File: src/design/uep_pkg.sv
package uep_pkg;

  localparam int QUEUE_DEPTH = 4;

  localparam logic [7:0] PERCENT_CHAR = 8'h25;
  localparam logic [7:0] HIGH_START   = 8'h7f;

  typedef struct packed {
    logic [7:0] in_byte;
    logic       in_last;
  } in_beat_t;

  typedef struct packed {
    logic [7:0] out_byte;
    logic       run_last;
    logic       string_end;
  } out_beat_t;

  // one decided byte handed from front to back
  typedef struct packed {
    logic [7:0] data;
    logic       esc;
    logic       run_last;
    logic       string_end;
  } q_entry_t;

  typedef struct packed {
    logic full;
    logic empty;
  } q_status_t;

  function automatic logic is_alnum_or_high(input logic [7:0] c);
    return (c >= 8'h41 && c <= 8'h5a) || (c >= 8'h61 && c <= 8'h7a) ||
           (c >= 8'h30 && c <= 8'h39) || (c >= HIGH_START);
  endfunction

  function automatic logic is_hex_digit(input logic [7:0] c);
    return (c >= 8'h30 && c <= 8'h39) || (c >= 8'h41 && c <= 8'h46) ||
           (c >= 8'h61 && c <= 8'h66);
  endfunction

  function automatic logic [7:0] hex_char(input logic [3:0] nib);
    return (nib < 4'd10) ? (8'h30 + {4'h0, nib}) : (8'h37 + {4'h0, nib});
  endfunction

endpackage

File: src/design/uep_front.sv
module uep_front (
  input  logic                clk,
  input  logic                rst_n,
  input  logic                in_valid,
  output logic                in_ready,
  input  uep_pkg::in_beat_t   in_data,
  input  uep_pkg::q_status_t  q_status,
  output logic                push_valid,
  output uep_pkg::q_entry_t   push_entry
);

  logic [7:0] older_r, older_nxt;
  logic [7:0] newer_r, newer_nxt;
  logic [1:0] held_r, held_nxt;
  logic       flush_r, flush_nxt;
  logic       accept;
  logic       full_win;

  assign full_win = held_r[1];
  assign in_ready = !flush_r && !q_status.full;
  assign accept   = in_valid && in_ready;

  always_comb begin
    older_nxt  = older_r;
    newer_nxt  = newer_r;
    held_nxt   = held_r;
    flush_nxt  = flush_r;
    push_valid = 1'b0;
    push_entry = '0;
    if (flush_r) begin
      // drain the window, one byte per cycle while the queue has room, no lookahead left
      if (!q_status.full) begin
        push_valid            = 1'b1;
        push_entry.data       = older_r;
        push_entry.esc        = !uep_pkg::is_alnum_or_high(older_r);
        push_entry.run_last   = (held_r == 2'd1);
        push_entry.string_end = (held_r == 2'd1);
        if (held_r == 2'd1) begin
          held_nxt  = 2'd0;
          flush_nxt = 1'b0;
          older_nxt = '0;
          newer_nxt = '0;
        end else begin
          older_nxt = newer_r;
          held_nxt  = 2'd1;
        end
      end
    end else if (accept) begin
      if (full_win) begin
        push_valid          = 1'b1;
        push_entry.data     = older_r;
        push_entry.esc      = !(uep_pkg::is_alnum_or_high(older_r) ||
                                (older_r == uep_pkg::PERCENT_CHAR &&
                                 uep_pkg::is_hex_digit(newer_r) &&
                                 uep_pkg::is_hex_digit(in_data.in_byte)));
        push_entry.run_last = !in_data.in_last;
        older_nxt           = newer_r;
        newer_nxt           = in_data.in_byte;
        held_nxt            = 2'd2;
      end else if (held_r == 2'd1) begin
        newer_nxt = in_data.in_byte;
        held_nxt  = 2'd2;
      end else begin
        older_nxt = in_data.in_byte;
        held_nxt  = 2'd1;
      end
      flush_nxt = in_data.in_last;
    end
  end

  always_ff @(posedge clk) begin
    older_r <= older_nxt;
    newer_r <= newer_nxt;
    if (!rst_n) begin
      held_r  <= 2'd0;
      flush_r <= 1'b0;
    end else begin
      held_r  <= held_nxt;
      flush_r <= flush_nxt;
    end
  end

endmodule

File: src/design/uep_queue.sv
module uep_queue #(
  parameter int DEPTH = uep_pkg::QUEUE_DEPTH
) (
  input  logic                clk,
  input  logic                rst_n,
  input  logic                push_valid,
  input  uep_pkg::q_entry_t   push_entry,
  input  logic                pop,
  output uep_pkg::q_entry_t   head,
  output uep_pkg::q_status_t  q_status
);

  localparam int PW = (DEPTH > 1) ? $clog2(DEPTH) : 1;
  localparam int CW = $clog2(DEPTH + 1);

  uep_pkg::q_entry_t slot_r [DEPTH];
  logic [PW-1:0] wr_ptr_r, wr_ptr_nxt;
  logic [PW-1:0] rd_ptr_r, rd_ptr_nxt;
  logic [CW-1:0] count_r, count_nxt;
  logic          do_push, do_pop;

  assign q_status.full  = (count_r == CW'(DEPTH));
  assign q_status.empty = (count_r == '0);
  assign head           = slot_r[rd_ptr_r];

  assign do_push = push_valid && !q_status.full;
  assign do_pop  = pop && !q_status.empty;

  always_comb begin
    wr_ptr_nxt = wr_ptr_r;
    rd_ptr_nxt = rd_ptr_r;
    count_nxt  = count_r;
    if (do_push) wr_ptr_nxt = (wr_ptr_r == PW'(DEPTH - 1)) ? '0 : wr_ptr_r + 1'b1;
    if (do_pop)  rd_ptr_nxt = (rd_ptr_r == PW'(DEPTH - 1)) ? '0 : rd_ptr_r + 1'b1;
    if (do_push && !do_pop) count_nxt = count_r + 1'b1;
    else if (!do_push && do_pop) count_nxt = count_r - 1'b1;
  end

  always_ff @(posedge clk) begin
    if (do_push) slot_r[wr_ptr_r] <= push_entry;
  end

  always_ff @(posedge clk) begin
    if (!rst_n) begin
      wr_ptr_r <= '0;
      rd_ptr_r <= '0;
      count_r  <= '0;
    end else begin
      wr_ptr_r <= wr_ptr_nxt;
      rd_ptr_r <= rd_ptr_nxt;
      count_r  <= count_nxt;
    end
  end

endmodule

File: src/design/uep_back.sv
module uep_back (
  input  logic                clk,
  input  logic                rst_n,
  input  uep_pkg::q_entry_t   head,
  input  uep_pkg::q_status_t  q_status,
  output logic                pop,
  output logic                out_valid,
  input  logic                out_ready,
  output uep_pkg::out_beat_t  out_data
);

  logic [1:0]          phase_r, phase_nxt;
  logic                valid_r, valid_nxt;
  uep_pkg::out_beat_t  beat_r, beat_nxt;
  logic                advance;
  logic                final_byte;
  logic [7:0]          sel_byte;

  assign advance = !q_status.empty && (!valid_r || out_ready);

  always_comb begin
    final_byte = 1'b1;
    sel_byte   = head.data;
    if (head.esc) begin
      final_byte = (phase_r == 2'd2);
      case (phase_r)
        2'd0:    sel_byte = uep_pkg::PERCENT_CHAR;
        2'd1:    sel_byte = uep_pkg::hex_char(head.data[7:4]);
        default: sel_byte = uep_pkg::hex_char(head.data[3:0]);
      endcase
    end
  end

  always_comb begin
    phase_nxt = phase_r;
    valid_nxt = valid_r;
    beat_nxt  = beat_r;
    pop       = 1'b0;
    if (advance) begin
      valid_nxt           = 1'b1;
      beat_nxt.out_byte   = sel_byte;
      beat_nxt.run_last   = final_byte && head.run_last;
      beat_nxt.string_end = final_byte && head.string_end;
      pop                 = final_byte;
      phase_nxt           = final_byte ? 2'd0 : phase_r + 2'd1;
    end else if (out_ready) begin
      valid_nxt = 1'b0;
    end
  end

  assign out_valid = valid_r;
  assign out_data  = beat_r;

  always_ff @(posedge clk) begin
    beat_r <= beat_nxt;
    if (!rst_n) begin
      phase_r <= 2'd0;
      valid_r <= 1'b0;
    end else begin
      phase_r <= phase_nxt;
      valid_r <= valid_nxt;
    end
  end

endmodule

File: src/design/url_percent_escape_encoder.sv
// url percent-escape encoder
// input channel in_valid/in_ready/in_data carries one raw byte per beat, with
// in_last on the final byte of a string. output channel out_valid/out_ready/
// out_data carries one encoded byte per beat; run_last flags the last byte
// that an input beat caused, string_end the final byte of the string.
// a byte is decided once the two bytes after it are seen, so the first two
// input beats of a string give no output; in_last flushes the window.
// a decided byte is written into the queue and then into the output register
// before it is shown on out_valid; the output register moves one byte per
// cycle while out_ready lets it and the queue is not empty, so a passed byte
// gives one output beat and an escaped byte three; after a last beat the front
// pushes each held byte into the queue before it takes new input.
// the front stalls in_ready only when the decision queue is full or during
// the flush; the back stalls when out_ready is low and holds its beat.
// reset (rst_n low, synchronous) empties the window, the queue and the
// output register; no beat is shown until new input arrives.
module url_percent_escape_encoder #(
  parameter int QDEPTH = uep_pkg::QUEUE_DEPTH
) (
  input  logic                clk,
  input  logic                rst_n,
  input  logic                in_valid,
  output logic                in_ready,
  input  uep_pkg::in_beat_t   in_data,
  output logic                out_valid,
  input  logic                out_ready,
  output uep_pkg::out_beat_t  out_data
);

  // front to queue
  logic               push_valid;
  uep_pkg::q_entry_t  push_entry;

  // queue to back
  uep_pkg::q_entry_t  head;
  uep_pkg::q_status_t q_status;
  logic               pop;

  // window and classification
  uep_front u_front (
    .clk        (clk),
    .rst_n      (rst_n),
    .in_valid   (in_valid),
    .in_ready   (in_ready),
    .in_data    (in_data),
    .q_status   (q_status),
    .push_valid (push_valid),
    .push_entry (push_entry)
  );

  // decided bytes waiting for expansion
  uep_queue #(
    .DEPTH (QDEPTH)
  ) u_queue (
    .clk        (clk),
    .rst_n      (rst_n),
    .push_valid (push_valid),
    .push_entry (push_entry),
    .pop        (pop),
    .head       (head),
    .q_status   (q_status)
  );

  // expansion to one or three output bytes
  uep_back u_back (
    .clk       (clk),
    .rst_n     (rst_n),
    .head      (head),
    .q_status  (q_status),
    .pop       (pop),
    .out_valid (out_valid),
    .out_ready (out_ready),
    .out_data  (out_data)
  );

endmodule

File: config.mk
export PLATFORM = sky130hd
export DESIGN_NAME = url_percent_escape_encoder
export DESIGN_NICKNAME = d
export VERILOG_FILES = /design/src/design/uep_pkg.sv /design/src/design/uep_front.sv /design/src/design/uep_queue.sv /design/src/design/uep_back.sv /design/src/design/url_percent_escape_encoder.sv
export SDC_FILE = /design/constraint.sdc
export NUM_CORES = 1
export LEC_CHECK = 0
export BUFFER_PORTS_ARGS = -buffer_cell sky130_fd_sc_hd__buf_2
export CORE_UTILIZATION = 54
export CTS_CLUSTER_DIAMETER = 120
export DETAILED_ROUTE_END_ITERATION = 6
export PLACE_DENSITY = 0.75
export SLEW_MARGIN = 20
export SYNTH_ARGS = -nofsm -noshare
export SYNTH_HDL_FRONTEND = slang
export SYNTH_HIERARCHICAL = 1
export SYNTH_SLANG_ARGS = --single-unit
export TNS_END_PERCENT = 30
File: constraint.sdc
create_clock -name clk -period 2.63 [get_ports clk]
set_input_delay 0.263 -clock clk [delete_from_list [all_inputs] [get_ports clk]]
set_output_delay 0.263 -clock clk [all_outputs]
set_load 0.005 [all_outputs]
==> results of run 1 <==
registers in the layout (all words and copies together) (netlist names), named ones only:
name and flops:
u_queue/slot_r 44, u_back/out_data 10, u_front/newer_r 8, u_front/older_r 8, u_queue/count_r 3, u_back/phase_r 2
u_front/held_r 2, u_queue/rd_ptr_r 2, u_queue/wr_ptr_r 2, u_back/out_valid 1, u_front/flush_r 1
logic make-up (layout without fill, tap and decap cells):
kind of cell / Yosys count / in the layout
AO/OA/AOI/OAI: 66 / 66
buffers and inverters: 25 / 65
flip-flops: 85 / 85
adder cells (fa/ha/maj): 12 / 12
multiplexers: 17 / 17
AND/OR/NAND/NOR: 88 / 88
XOR/XNOR: 3 / 3
worst max-delay path by stage:
stage | cells after the start | to | start
after floorplan | 11 | u_queue/count_r[2]$_SDFFE_PN0P_ | flip-flop
after global placement | 11 | u_queue/count_r[2]$_SDFFE_PN0P_ | u_back/phase_r[0]$_SDFFE_PN0P_
after detailed placement | 11 | u_queue/count_r[2]$_SDFFE_PN0P_ | u_back/phase_r[0]$_SDFFE_PN0P_
after CTS | 11 | u_queue/count_r[2]$_SDFFE_PN0P_ | u_back/phase_r[0]$_SDFFE_PN0P_
after global routing | 11 | u_queue/count_r[2]$_SDFFE_PN0P_ | u_back/phase_r[0]$_SDFFE_PN0P_
final | 11 | u_queue/count_r[2]$_SDFFE_PN0P_ | u_back/phase_r[0]$_SDFFE_PN0P_
power groups by stage:
stage / clock network (W) / logic (W) / registers, W
final: 0.000827 / 0.00144 / 0.00208
after detailed placement: 0 / 0.00143 / 0.00209
after global placement: 0 / 0.00140 / 0.00207
after CTS: 0.000851 / 0.00143 / 0.00206
after floorplan: 0 / 0.00106 / 0.00206
after global routing: 0.000904 / 0.00162 / 0.00212
worst max-delay path, cell delays in order, from the launching register on:
cell,delay [ns]
dfxtp_2,0.36
inv_1,0.07
ha_1,0.21
nand2b_1,0.19
and2_1,0.20
o31ai_4,0.09
ha_2,0.24
inv_1,0.05
fa_1,0.37
xor2_1,0.15
or3_1,0.30
a21boi_0,0.15
Yosys cell counts, types with 2 or more instances:
cell      number  area [um2]
o21ai_0       12        60.1
o31ai_1        2        15.0
ha_1          11         138
and2_1        17         106
edfxtp_1      70        2100
o21a_1         2        15.0
o22a_1         3        26.3
nand3_1        5        25.0
o21ai_1        3        15.0
a31oi_1        2        12.5
mux2i_1        5        50.1
nor2b_1        7        43.8
nand4_1        4        25.0
a22o_1        16         140
and4b_1        2        20.0
or3_1          3        18.8
a21oi_1       12        60.1
mux4_2        11         248
nand2b_1       5        31.3
buf_2          6        30.0
inv_1         13        48.8
xnor2_1        2        17.5
nor3_1         5        25.0
a21boi_0       2        15.0
dfxtp_1       15         300
clkbuf_1       3        11.3
nand2_1       21        78.8
nor2_1        11        41.3
layout make-up:
cell class	count	share of cell area
clock inverters	3	0.00395
inverters	14	0.0118
clock buffers	13	0.0358
multi-input cells	186	0.333
repair buffers	35	0.0457
well taps	96	0.0271
flip-flops and latches	85	0.542
per-layer routing:
layer / share of wire / wire [um]
met5: 0 / 0
met4: 0.016 / 107
met3: 0.031 / 204
met2: 0.50 / 3310
met1: 0.45 / 2970
per-stage QoR:
stage / power (W) / instance area, um2 / util / std cells
after floorplan: 0.00312 / 3980 / - / 296
final: 0.00434 / 4440 / 0.639 / 432
after global placement: 0.00347 / 4240 / 0.610 / 416
after global routing: 0.00465 / 4440 / 0.639 / 432
after CTS: 0.00434 / 4420 / 0.636 / 432
after detailed placement: 0.00352 / 4240 / 0.610 / 416
timing repair:
| action | 4_1_cts | 5_1_grt |
|---|---|---|
| gates resized for setup | 0 | 6 |
| buffers inserted | 0 | 0 |
| hold buffers | 0 | 0 |
| setup endpoints to repair | 0 | 1 |
cell usage in the layout (no fill, tap or decap), types with 2 or more instances in the layout:
master,instances
clkbuf_1,2
or3_1,3
ha_1,10
a21boi_0,2
o22a_1,3
o21a_1,2
inv_4,2
mux2i_1,5
xnor2_1,2
nor2b_1,7
nor2_1,11
o31ai_4,2
nand4_1,4
nand3_1,5
inv_1,13
nand2b_1,5
mux4_2,11
a21oi_1,12
dfxtp_2,3
buf_4,11
and4b_1,2
dfxtp_1,12
buf_2,24
nor3_1,5
o21ai_0,12
a22o_1,16
nand2_1,21
and2_1,17
o21ai_1,3
a31oi_1,2
clkbuf_8,11
edfxtp_1,70
==> results_dict.tcl, run 1 <==
set metrics [dict create \
    outcome "complete, no violations" \
    hp-start "out_ready" \
    clock-sinks 85 \
    skew_ns 0.0101 \
    grt_pass1_vias 2382 \
    drive_gt1_frac 0.220 \
    die_h_um 87.8 \
    async_flop_share 0 \
    ys_seq_area_frac 0.604 \
    r2r_cells 11 \
    cts_tree "yes" \
    wl_per_cell_um 15.3 \
    critPathRequiredTime_ns 2.91 \
    syn_avg_cell_area_um2 13.4 \
    boundaryPins 25 \
    numCtsBuffers 9 \
    p_sw_frac 0.326 \
    areaGrowthSynthToFinish_pct 11.5 \
    worstPathArrival_ns 2.73 \
    synth.area.mux_share 0.0777 \
    ys_warn_count 6 \
    power_density_mw_per_mm2 979 \
    nFillCells 512 \
    ir_worst_vdd_mv 0.457 \
    core_mm2 0.00694 \
    clk_latency_ns 0.35 \
    postRouteAntennaNets 0 \
    dp_hpwl_um 4650 \
    synth_seq_cells 85 \
    grt_overflow_total 0 \
    antenna_cells 0 \
    clkPwrFrac 0.190 \
    synth_nets 321 \
    hold_viol 0 \
    grt_pass1_wl_um 11100 \
    fmax_mhz 409 \
    initial_utilization 0.573 \
    grtUsageTotal 0.192 \
    ys_types 54 \
    end_kind "flip-flop" \
    p_comb_frac 0.332 \
    power_switching_w 0.00142 \
    maxSlewHeadroom 0.483 \
    clkTransAtPathRegs_ns 0.08 \
    regToRegSetupSlack_ns 0.18 \
    num_vias 2446 \
    worst_slack_ns 0.184 \
    drv_slew 0 \
    rsz0062_at_grt "no" \
    synth_top_family_by_area "simple AND/OR/NAND/NOR gates" \
    grt_use_met1 0.236 \
    r2r_start "u_back/phase_r[0]$_SDFFE_PN0P_" \
    cap_violations 0 \
    drt-initial-drc-count 93 \
    startpoint_type "flip-flop" \
    grt_max_degree 18 \
    synth_cells 296 \
    critPathKind "flip-flop to flip-flop" \
    whs_ns 0.203 \
    nets 356 \
    holdPathStages 3 \
    via_per_inst 5.66 \
    antenna_found_initial 0 \
    synthXorXnorAreaFrac 0.00661 \
    post-route-period-util 0.930 \
    p_leak_nw 1.60 \
    grt_util_met2 0.330 \
    place.gp.congestion 0.844 \
    worstMarginPinSlew_ns 0.775 \
    use_met3 0.0452 \
    synthAdderAreaFrac 0.0396 \
    setup_tns_ns 0 \
    synth_ff_type "edfxtp_1" \
    drt-pass1-iter-count 4 \
    synth_edf_count 70 \
    register_area_mm2 0.00241 \
    die_area_mm2 0.00771 \
    cp_max_fo 5 \
    grt_busiest_layer "met2" \
    pre_cts_ws_ns 0.0681 \
    hold_end "u_back/out_valid$_SDFFE_PN0P_" \
    cts_buffer_depth 2 \
    setup_violations 0 \
    finalCriticalPeriod_ns 2.45 \
    htree_levels 3 \
    die-width_um 87.8 \
    synthSimpleGateAreaFrac 0.124 \
    drc 0 \
    wl_um 6590 \
    multi_input_area_mm2 0.00148 \
    hold_path_class "input pin to flip-flop" \
    cts-root-buf "clkbuf_8" \
    portBuffers 24 \
    syn-cell-area_mm2 0.00398 \
    internal_power_w 0.00293 \
    synth_compound_gate_area_share 0.119 \
    worstReg2RegEnd "u_queue/count_r[2]$_SDFFE_PN0P_" \
    rows 30 \
    pwr-share-seq 0.478 \
]
No activity file was read; power rests on OpenSTA's default activity.
==> run 2, diff against run 1 <==
--- a/config.mk
+++ b/config.mk
@@ -6,6 +6,8 @@
 export NUM_CORES = 1
 export LEC_CHECK = 0
 export BUFFER_PORTS_ARGS = -buffer_cell sky130_fd_sc_hd__buf_2
+export CAP_MARGIN = 20
+export CORE_MARGIN = 4
 export CORE_UTILIZATION = 54
 export CTS_CLUSTER_DIAMETER = 120
 export DETAILED_ROUTE_END_ITERATION = 6
==> results_dict.tcl, run 2 (same netlist as run 1, synthesis figures left out) <==
set metrics [dict create \
    num_vias 2430 \
    rsz0062_at_grt "no" \
    startpoint_type "flip-flop" \
    pre_cts_ws_ns 0.0958 \
    wl_per_cell_um 14.8 \
    hold_viol 0 \
    clk_latency_ns 0.34 \
    finalPower_w 0.00429 \
    cts-root-buf "clkbuf_8" \
    grtUsageTotal 0.159 \
    drt-pass1-iter-count 4 \
    cp_max_fo 5 \
    ir_worst_vdd_mv 0.448 \
    largest_reg_flops 44 \
    critPathKind "flip-flop to flip-flop" \
    cts_tree "yes" \
    layout_common_cells "edfxtp_1 (70), buf_2 (24), nand2_1 (21)" \
    postRouteAntennaNets 0 \
    grt_overflow_total 0 \
    outcome "complete, no violations" \
    worstMarginPinSlew_ns 0.747 \
    wl_um 6440 \
    r2r_start "u_back/phase_r[0]$_SDFFE_PN0P_" \
    p_leak_nw 1.60 \
    areaGrowthSynthToFinish_pct 11.0 \
    drive_gt1_frac 0.215 \
    boundaryPins 25 \
    numCtsBuffers 9 \
    layout_commonest_cell "edfxtp_1" \
    hp-start "out_ready" \
    postCtsSetupBuffers 0 \
    startpoint "u_back/phase_r[0]$_SDFFE_PN0P_" \
    portBuffers 24 \
    finalCriticalPeriod_ns 2.45 \
    antenna_found_initial 0 \
    antenna_cells 0 \
    htree_levels 3 \
    grt_pass1_wl_um 10900 \
    clkTransAtPathRegs_ns 0.08 \
    nFillCells 573 \
    dp_hpwl_um 4560 \
    setup_violations 0 \
    worst_slack_ns 0.179 \
    drt-initial-drc-count 148 \
    grt_pass1_vias 2364 \
    die_h_um 93.8 \
    drc 0 \
    post-route-period-util 0.932 \
    fmax_mhz 408 \
    cts_buffer_depth 2 \
    setup_tns_ns 0 \
    whs_ns 0.199 \
    core_mm2 0.00721 \
    nets 355 \
    hold_path_class "input pin to flip-flop" \
    worstPathArrival_ns 2.72 \
    place.gp.congestion 0.874 \
    rows 31 \
    maxSlewHeadroom 0.502 \
    die-width_um 93.8 \
    via_per_inst 5.60 \
    grt_max_degree 18 \
    critPathRequiredTime_ns 2.90 \
    initial_utilization 0.551 \
    regMostFlops "u_queue/slot_r" \
    die_area_mm2 0.00880 \
    clock-sinks 85 \
    end_kind "flip-flop" \
    cap_violations 0 \
    skew_ns 0.0116 \
    power_density_mw_per_mm2 973 \
    drv_slew 0 \
]
[run 2: cell type report]
class / instances / area [um2] / area share
flip-flops and latches: 85 / 2400 / 0.545
repair buffers: 34 / 195 / 0.0442
clock inverters: 5 / 26.3 / 0.00596
well taps: 99 / 124 / 0.0281
multi-input cells: 186 / 1470 / 0.333
clock buffers: 11 / 141 / 0.0320
inverters: 14 / 52.6 / 0.0119
[run 2: what timing repair did]
item / 4_1_cts / 5_1_grt
endpoints found under the setup margin: 0 / 1
resized for setup: 0 / 3
hold buffers: 0 / 0
[run 2: worst paths after layout]
check,to,slack (ns),cells after the start
hold / removal,u_back/out_valid$_SDFFE_PN0P_,0.20,3
setup reg to reg,u_queue/count_r[2]$_SDFFE_PN0P_,0.18,11
setup / recovery,u_queue/count_r[2]$_SDFFE_PN0P_,0.18,11
hold reg to reg,u_back/out_valid$_SDFFE_PN0P_,0.50,2
[run 2: per-stage QoR]
stage | cells | area [um2] | utilization
after floorplan | 296 | 3980 | -
after global placement | 418 | 4240 | 0.587
after detailed placement | 418 | 4240 | 0.587
after CTS | 434 | 4400 | 0.610
after global routing | 434 | 4410 | 0.612
final | 434 | 4410 | 0.612
[run 2: worst max-delay path, cell delays in order (launching register included)]
cell      delay [ns]
dfxtp_2         0.35
inv_1           0.06
ha_1            0.20
nand2b_1        0.18
and2_1          0.18
o31ai_2         0.10
ha_2            0.26
inv_1           0.05
fa_1            0.37
xor2_1          0.15
or3_1           0.30
a21boi_0        0.17
[run 2: power breakdown]
| group | switching [W] | leakage (nW) | internal (W) | total (W) |
|---|---|---|---|---|
| clock | 0.000432 | 0.0932 | 0.000363 | 0.000795 |
| sequential | 0.000186 | 0.782 | 0.00188 | 0.00206 |
| combinational | 0.000786 | 0.721 | 0.000647 | 0.00143 |
| total | 0.00140 | 1.60 | 0.00289 | 0.00429 |
[run 2: routing by layer]
metal | vias up | GRT usage | part of all wire
met3 | 6 | 0.0385 | 0.036
met1 | 1171 | 0.199 | 0.46
li1 | 1196 | - | -
met4 | 0 | 0.0517 | 0.0095
met2 | 57 | 0.271 | 0.50
met5 | - | 0 | 0
==> run 3, diff against run 2 <==
--- a/config.mk
+++ b/config.mk
@@ -8,10 +8,9 @@
 export BUFFER_PORTS_ARGS = -buffer_cell sky130_fd_sc_hd__buf_2
 export CAP_MARGIN = 20
 export CORE_MARGIN = 4
-export CORE_UTILIZATION = 54
+export CORE_UTILIZATION = 41
 export CTS_CLUSTER_DIAMETER = 120
 export DETAILED_ROUTE_END_ITERATION = 6
-export PLACE_DENSITY = 0.75
 export SLEW_MARGIN = 20
 export SYNTH_ARGS = -nofsm -noshare
 export SYNTH_HDL_FRONTEND = slang
==> results_dict.tcl, run 3 (same netlist as run 1, synthesis figures left out) <==
set metrics [dict create \
    layout_common_cells "edfxtp_1 (70), buf_2 (24), nand2_1 (21)" \
    clkTransAtPathRegs_ns 0.09 \
    setup_violations 0 \
    htree_levels 3 \
    die-width_um 106 \
    layout_commonest_cell "edfxtp_1" \
    critPathKind "flip-flop to flip-flop" \
    outcome "complete, no violations" \
    cp_max_fo 5 \
    worst_slack_ns 0.157 \
    drive_gt1_frac 0.220 \
    max_stage_delay_ns 0.37 \
    grt_pass1_wl_um 11500 \
    drt-pass1-iter-count 4 \
    maxSlewHeadroom 0.591 \
    hold_path_class "input pin to flip-flop" \
    final_cells 465 \
    antenna_found_initial 0 \
    areaGrowthSynthToFinish_pct 13.4 \
    place.gp.congestion 0.751 \
    dp.cells 450 \
    crit_chain "inv_1, ha_1, nand2b_1, and2_1, o31ai_2, ha_2, inv_1, fa_1, xor2_1, or3_1, a21boi_0" \
    drv_slew 0 \
    power_density_mw_per_mm2 997 \
    startpoint_type "flip-flop" \
    regToRegSetupSlack_ns 0.16 \
    p_leak_nw 1.61 \
    pre_cts_ws_ns 0.0572 \
    cts_tree "yes" \
    wl_um 6800 \
    grtUsageTotal 0.130 \
    nets 357 \
    worstMarginPinSlew_ns 0.611 \
    wl_per_cell_um 14.6 \
    cap_violations 0 \
    postLayoutCoreUtil 0.483 \
    path_common_cell "inv_1" \
    initial_utilization 0.426 \
    grt_overflow_total 0 \
    cts-root-buf "clkbuf_8" \
    grt_max_degree 18 \
    ir_worst_vdd_mv 0.360 \
    worstPathArrival_ns 2.75 \
    rows 35 \
    drc 0 \
    finalCriticalPeriod_ns 2.47 \
    via_per_inst 5.19 \
    boundaryPins 25 \
    clock-sinks 85 \
    drt-initial-drc-count 70 \
    skew_ns 0.00795 \
    regMostFlops "u_queue/slot_r" \
    dp_hpwl_um 4850 \
    antenna_cells 0 \
    post-route-period-util 0.940 \
    die_area_mm2 0.0113 \
    largest_reg_flops 44 \
    critPathRequiredTime_ns 2.91 \
    numCtsBuffers 9 \
    die_h_um 106 \
    cp_slowest_cell "fa_1" \
    clk_latency_ns 0.35 \
    cts_buffer_depth 2 \
    fmax_mhz 404 \
    grt_pass1_vias 2413 \
    portBuffers 24 \
    core_mm2 0.00933 \
    postRouteAntennaNets 0 \
    postCtsSetupBuffers 0 \
    hold_viol 0 \
    end_kind "flip-flop" \
    num_vias 2413 \
]
[run 3: changes by cell type in the layout (fill, tap and decap cells not counted)]
cell and change:
clkinv_2 -3, buf_4 +2, bufinv_16 +2, clkinvlp_4 +2, clkbuf_1 -1, clkbuf_8 -1
clkinv_4 +1, inv_4 -1
[run 3: metrics by stage]
| stage | TNS [ns] | hold slack [ns] | area, um2 | power (W) |
|---|---|---|---|---|
| finish | 0 | 0.192 | 4510 | 0.00450 |
| global placement | 0 | 0.489 | 4290 | 0.00351 |
| CTS | 0 | 0.179 | 4500 | 0.00453 |
| detailed placement | 0 | 0.487 | 4290 | 0.00354 |
| floorplan | 0 | 0.377 | 3980 | 0.00312 |
| global route | -0.0146 | 0.211 | 4510 | 0.00481 |
[run 3: timing repair]
action                                  CTS  global route
resized for setup                         0             3
hold buffers                              0             0
endpoints found under the hold margin     0             0
endpoints found under the setup margin    0             1
[run 3: worst max-delay path, delay by kind of cell, from the launching register on]
family	cells	cell delay (ns)
buf+inv	2	0.11
xor+xnor	1	0.16
fa+ha+maj	3	0.83
compound gates	2	0.28
flops	1	0.36
simple gates	3	0.67
[run 3: path summary, 6_finish.rpt]
path                                           to  cells after the start                           start
setup / recovery  u_queue/count_r[2]$_SDFFE_PN0P_                     11  u_back/phase_r[0]$_SDFFE_PN0P_
hold reg to reg     u_back/out_valid$_SDFFE_PN0P_                      2   u_back/out_valid$_SDFFE_PN0P_
hold / removal      u_back/out_valid$_SDFFE_PN0P_                      3                       out_ready
setup reg to reg  u_queue/count_r[2]$_SDFFE_PN0P_                     11  u_back/phase_r[0]$_SDFFE_PN0P_
[run 3: area by class of cell]
class | instances | area (um2)
tap | 129 | 161
clock buffer | 9 | 124
timing repair buffer | 36 | 210
clock inverter | 6 | 88.8
sequential | 85 | 2400
inverter | 14 | 52.6
fill | 811 | 4820
multi-input combinational | 186 | 1470
[run 3: metal layers]
layer,vias to the layer above,GRT usage,part of all wire
met5,-,0,0
met4,0,0.0648,0.025
met3,16,0.0237,0.036
met2,58,0.218,0.48
met1,1135,0.161,0.45
li1,1204,-,-
[run 3: report_power, final]
part	switching [W]	internal, W
registers	0.000183	0.00188
logic	0.000796	0.000654
clock network	0.000458	0.000529
total	0.00144	0.00306
